===== config.mk =====
export PLATFORM = sky130hd
export DESIGN_NAME = tsw_offset_mem
export DESIGN_NICKNAME = d
export VERILOG_FILES = /design/src/sv/assert_macros.svh /design/src/sv/tsw_pkg.sv /design/src/sv/tsw_offset_mem.sv
export SDC_FILE = /design/constraint.sdc
export NUM_CORES = 2
export LEC_CHECK = 0
export BUFFER_PORTS_ARGS = -buffer_cell sky130_fd_sc_hd__buf_2
export CORE_MARGIN = 8
export CORE_UTILIZATION = 33
export CTS_BUF_LIST = sky130_fd_sc_hd__clkbuf_4 sky130_fd_sc_hd__clkbuf_8 sky130_fd_sc_hd__clkbuf_16
export CTS_CLUSTER_DIAMETER = 80
export CTS_CLUSTER_SIZE = 25
export DETAILED_ROUTE_END_ITERATION = 7
export HOLD_SLACK_MARGIN = 0.1
export SYNTH_ARGS = -nofsm -noshare
export SYNTH_HDL_FRONTEND = slang
export SYNTH_MEMORY_MAX_BITS = 65536
export SYNTH_SLANG_ARGS = --single-unit

===== constraint.sdc =====
create_clock -name clk -period 2.7 [get_ports clk]
set_clock_uncertainty 0.05 [all_clocks]
set_input_delay 0.135 -clock clk [delete_from_list [all_inputs] [get_ports clk]]
set_output_delay 0.135 -clock clk [all_outputs]
set_load 0.005 [all_outputs]

===== src/sv/assert_macros.svh =====
// ----------------------------------------------------------------------------
// assert_macros.svh
// assertion helpers used by text_string_width_core
// ----------------------------------------------------------------------------
`ifndef ASSERT_MACROS_SVH
`define ASSERT_MACROS_SVH

// property checked on every rising edge, skipped while reset is high
`define ASSERT_CLK(label, clk, rst, prop, msg) \
  label: assert property (@(posedge clk) disable iff (rst) prop) else $error(msg);

// condition that must never hold outside reset
`define ASSERT_NEVER(label, clk, rst, cond, msg) \
  label: assert property (@(posedge clk) disable iff (rst) !(cond)) else $error(msg);

`endif


===== src/sv/tsw_pkg.sv =====
// ----------------------------------------------------------------------------
// tsw_pkg
// shared types and constants of the text string width block
// ----------------------------------------------------------------------------
package tsw_pkg;

  // default number of glyphs in the offset table
  localparam int unsigned TABLE_DEPTH_DEF = 256;

  localparam int unsigned OFFSET_W    = 16;
  localparam int unsigned WIDTH_W     = 15;
  localparam int unsigned COUNT_W     = 16;
  localparam int unsigned CFG_INDEX_W = 3;
  localparam int unsigned CFG_DATA_W  = 16;

  localparam logic [WIDTH_W-1:0]  WIDTH_MAX  = 15'h7fff;
  localparam logic [COUNT_W-1:0]  COUNT_MAX  = 16'hffff;
  localparam logic [15:0]         DOUBLE_INC = 16'hffff;
  localparam logic [31:0]         DDA_HALF   = 32'h0000_7fff;

  // effects register bits
  localparam int unsigned EFF_THICKEN = 0;
  localparam int unsigned EFF_SKEW    = 1;
  localparam int unsigned EFF_OUTLINE = 2;

  typedef enum logic {
    KIND_LOAD    = 1'b0,
    KIND_MEASURE = 1'b1
  } kind_t;

  typedef enum logic [CFG_INDEX_W-1:0] {
    REG_FIRST_CHAR     = 3'd0,
    REG_MONOSPACE      = 3'd1,
    REG_EFFECTS        = 3'd2,
    REG_SCALED         = 3'd3,
    REG_DDA_INCREMENT  = 3'd4,
    REG_SCALE_UP       = 3'd5,
    REG_THICKEN_PIXELS = 3'd6,
    REG_SKEW_EXTRA     = 3'd7
  } cfg_reg_t;

endpackage


===== src/sv/tsw_offset_mem.sv =====
// ----------------------------------------------------------------------------
// tsw_offset_mem
// glyph offset table: one write port, two registered read ports
// ----------------------------------------------------------------------------
module tsw_offset_mem #(
  parameter int unsigned TABLE_DEPTH = tsw_pkg::TABLE_DEPTH_DEF,
  parameter int unsigned ADDR_W      = $clog2(TABLE_DEPTH + 1)
) (
  input  logic                          clk,
  input  logic                          wr_en,
  input  logic [ADDR_W-1:0]             wr_addr,
  input  logic [tsw_pkg::OFFSET_W-1:0]  wr_data,
  input  logic                          rd_en,
  input  logic [ADDR_W-1:0]             rd_addr_lo,
  input  logic [ADDR_W-1:0]             rd_addr_hi,
  output logic [tsw_pkg::OFFSET_W-1:0]  rd_data_lo,
  output logic [tsw_pkg::OFFSET_W-1:0]  rd_data_hi
);

  // one entry past the last glyph closes the last width
  logic [tsw_pkg::OFFSET_W-1:0] mem [TABLE_DEPTH + 1];

  always_ff @(posedge clk) begin
    if (wr_en) begin
      mem[wr_addr] <= wr_data;
    end
  end

  always_ff @(posedge clk) begin
    if (rd_en) begin
      rd_data_lo <= mem[rd_addr_lo];
      rd_data_hi <= mem[rd_addr_hi];
    end
  end

endmodule


After elaboration in Yosys (flattened, before gate mapping)
Memory sizes are Yosys's and may differ from the RTL's. A register that Yosys moved wholly into a read port is not among the register bits.
Cells that the tools add are included.
{ "totals": {"reg_bits": 0, "ramBits": 4112, "in_bits": 46, "out_inout_bits": 32, "wordCells": 3, "n_memories": 1} }
{ "memory_table": {"columns": ["memory", "depth", "width", "rd", "rd_ports_with_merged_regs", "wr", "line_no", "rtl"], "rows": [
  ["mem", 257, 16, 2, 2, 1, "tsw_offset_mem.sv:21", "logic [tsw_pkg::OFFSET_W-1:0] mem [TABLE_DEPTH + 1];"]
]} }
{ "classes": {"mux": 2} }
{ "ops": {"columns": ["operator", "count"], "rows": [
  ["$mux 1", 2]
]} }

Logic depth before layout (Yosys ltp)
{ "depth": {"word_depth": 2, "ltp_mapped": 14, "depth_no_buf": 7} }

Worst setup path after synthesis
Ideal clock, no wire load.
{ "synth_path": {"path_kind": "input-to-reg", "from": "input rd_addr_lo[0]", "to": "register rd_data_lo[11] in the netlist's numbering, read port of mem (data pin)", "setup_ns": 0.284, "arrival_ns": 2.371, "required_time_ns": 2.366, "path_slack_ns": -0.005, "stages": 11, "path_buffers": 6, "path_cell_list": "buf_6 buf_6 buf_6 buf_6 buf_6 buf_2 mux4_2 mux2i_1 nor3_1 a2111oi_0 a41oi_1"} }
{ "synth_lines": {"columns": ["element", "line_no", "rtl"], "rows": [
  ["start: declaration", "tsw_offset_mem.sv:14", "input logic [ADDR_W-1:0] rd_addr_lo,"],
  ["end: declaration", "tsw_offset_mem.sv:16", "output logic [tsw_pkg::OFFSET_W-1:0] rd_data_lo,"]
]} }

==> flow_summary.toml <==
[outcome]
status = "finished, violations left"
violations = "setup timing"

[timing]
setup_viol = 17
min_period_ns = 3.101
holdWs_ns = 0.1485
max_clock_freq_ghz = 0.3225
setup_tns_ns = -2.352
worst_slew_pin_slew_ns = 1.239
rsz0062_at_grt = "yes"
period_share_pct = 114.9
hold_violations = 0
slew_headroom_pct = 17.19
drv_slew = 0
worst_slack_ns = -0.4010

[place]
place_congestion = 0.9865
place_ws_ns = -1.655
numPortBuffers = 77
dpl.hpwl_mm = 512.7

[clocking]
cts_buffer_depth = 4
clock_sinks = 4144
htree_num_levels = 4
clk_latency_ns = 1.04
root_buffer = "clkbuf_16"
cts_tree = "done"
clkTransAtPathRegs_ns = 0.10
numCtsBuffers = 205

[synth]
ys_seq_area_share_pct = 65.13
syn-instance-count = 9852
yosysUniqueCellTypes = 72
syn-num-nets = 9898
ys.flop_type = "edfxtp_1"
syn-cell-area_mm2 = 0.1911
synth_area_per_cell_um2 = 19.39
synth_seq_cells = 4144
yosys_warnings = 0
synth_edf_count = 4144
async_flop_share_pct = 0

[critical_path]
critPathSlowestCell = "nor4_4"
r2r_cells = 9
cp.required_ns = 3.34
cp-endpoint = "rd_data_hi[4]$_DFFE_PP_"
crit_arrival_ns = 3.74
r2r_slack_ns = -0.40
path_max_fanout = 2
worstPathCellList = "buf_4, mux4_2, a22o_4, nor2_4, a31oi_1, buf_4, nor4_4, buf_4, o32ai_4"
worst_path_most_repeated_cell = "buf_4"
slowest_delay_ns = 0.62
crit_buf_inv = 3
cp-end-kind = "register"
start_kind = "register"
crit_family = "simple AND/OR/NAND/NOR gates"
path_depth = 9
cp-startpoint = "mem[69][4]$_DFFE_PP_"
critPathKind = "reg2reg"
r2r_end = "rd_data_hi[4]$_DFFE_PP_"
r2r_start = "mem[69][4]$_DFFE_PP_"

[floorplan]
initial_core_util_pct = 33.11
num_rows = 279
die_w_um = 776.9
die_area_mm2 = 0.6036
fp.coreArea_mm2 = 0.5770
die_y_um = 776.9
io-pin-count = 78

[detailed_routing]
vias = 119800
drt_iter0_markers = 19620
drc_errors = 0
vias_per_cell = 6.248
first_pass_iters = 8
drtAntennaViolNets = 0
wl_per_cell_um = 38.34
wirelength_mm = 735.2

[hold_path]
hp-class = "in2reg"

[layout]
finalNetCount = 11370
area_growth_pct = 17.90
drive_above_1_share_pct = 42.53

[power]
powerDensity_mw_per_mm2 = 544.6
irDropWorstVdd_v = 0.0005359
finalPower_mw = 122.7
p_leak_nw = 71.17

[global_route]
grt-busiest-layer = "met2"
use_met3_pct = 6.105
overflow = 0
grtUsageMet2_pct = 36.57
antenna_found_initial = 70
grt.met1_usage_pct = 30.88
grt_pass1_wl_mm = 1001
first_global_vias = 118300
grt_start_max_net_pins = 100
grt_usage_pct = 23.58

[flow_run]
max_cap_viol_count = 0
==> where the power goes <==
| group | total [mW] | switching, mW | leakage (nW) | internal (mW) |
|---|---|---|---|---|
| combinational | 14.8 | 8.88 | 30.9 | 5.94 |
| clock | 36.9 | 21.6 | 3.02 | 15.3 |
| sequential | 71.0 | 0.181 | 37.3 | 70.8 |
| total | 123 | 30.7 | 71.2 | 92.0 |
==> cell type report <==
cell class | instances | area [µm²]
fillers | 51540 | 351800
flip-flops and latches | 4144 | 124400
multi-input cells | 4866 | 64940
repair buffers | 2098 | 19880
well taps | 7727 | 9668
clock buffers | 218 | 5298
clock inverters | 79 | 912.1
diodes | 35 | 87.58
inverters | 10 | 57.56
==> cell families after synthesis <==
logic type	after synthesis	share of synthesized area [%]
flip-flops	4144	65.13
multiplexers	2369	25.17
AO/OA/AOI/OAI	1416	5.121
AND/OR/NAND/NOR	1081	2.500
buffers and inverters	842	2.084
==> flip-flops by register name, summed over array words and instances, names as in the netlist <==
| name | flops |
|---|---|
| mem | 4112 |
| rd_data_hi | 16 |
| rd_data_lo | 16 |
==> how the worst min path moves through the flow <==
stage	startpoint	end	slack [ns]	depth (start not counted)
floorplan	wr_data[0]	mem[0][0]$_DFFE_PP_	0.18	0
global placement	rd_data_hi[4]$_DFFE_PP_	rd_data_hi[4]	0.52	1
detailed placement	rd_data_hi[4]$_DFFE_PP_	rd_data_hi[4]	0.51	1
CTS	rd_addr_lo[5]	rd_data_lo[4]$_DFFE_PP_	0.11	6
global route	wr_data[6]	mem[87][6]$_DFFE_PP_	0.17	2
finish	wr_data[14]	mem[116][14]$_DFFE_PP_	0.15	2
==> metal layers <==
| metal | vias up | wire (µm) |
|---|---|---|
| met5 | - | 158 |
| met4 | 22 | 44180 |
| met3 | 1376 | 88690 |
| met2 | 8369 | 334800 |
| met1 | 64630 | 267400 |
| li1 | 45420 | - |
==> repair_timing <==
| item | in CTS | in global routing |
|---|---|---|
| resized for setup | 211 | 83 |
| hold endpoints to repair | 4758 | 0 |
| hold buffers | 39 | 0 |
| endpoints found under the setup margin | 30 | 31 |
| setup buffers | 2 | 6 |
| pin swaps | 50 | 33 |
==> synthesized netlist by cell type (68+ instances only) <==
master | instances | area, µm²
a31oi_1 | 72 | 450.4
a21oi_1 | 317 | 1587
a211oi_1 | 135 | 1013
mux2_2 | 91 | 1025
mux4_2 | 1939 | 43670
buf_4 | 68 | 510.5
nand3_1 | 120 | 600.6
o21ai_0 | 114 | 570.6
buf_2 | 239 | 1196
a22o_1 | 89 | 779.5
mux2i_1 | 339 | 3393
buf_1 | 84 | 315.3
nand2_1 | 333 | 1250
a22oi_1 | 262 | 1967
nor2_1 | 401 | 1505
edfxtp_1 | 4144 | 124400
o221ai_1 | 99 | 867.1
o22ai_1 | 111 | 694.4
clkbuf_1 | 406 | 1524
==> metrics by stage <==
| stage | util [%] | std cells | cell area (µm²) |
|---|---|---|---|
| after floorplan | - | 9852 | 191100 |
| after global placement | 37.61 | 18810 | 217000 |
| after detailed placement | 37.61 | 18810 | 217000 |
| after CTS | 38.95 | 19140 | 224700 |
| after global routing | 39.03 | 19160 | 225200 |
| final | 39.04 | 19180 | 225300 |
==> layout by cell type, fill, tap and decap left out, drive strengths merged, types with 56 or more instances in the layout <==
cell    Yosys  layout
a21oi     317     317
a221oi     64      64
a22oi     262     262
a211oi    135     135
nand3     120     120
nor2      401     401
nand2     333     333
nor2b      56      56
o221ai     99      99
mux4     1939    1939
edfxtp   4144    4144
mux2       91      91
mux2i     339     339
buf       426    2057
clkbuf    406     220
a22o       89      89
o21ai     115     115
o22ai     111     111
a31oi      72      72
Power figures use the tool's default switching activity.
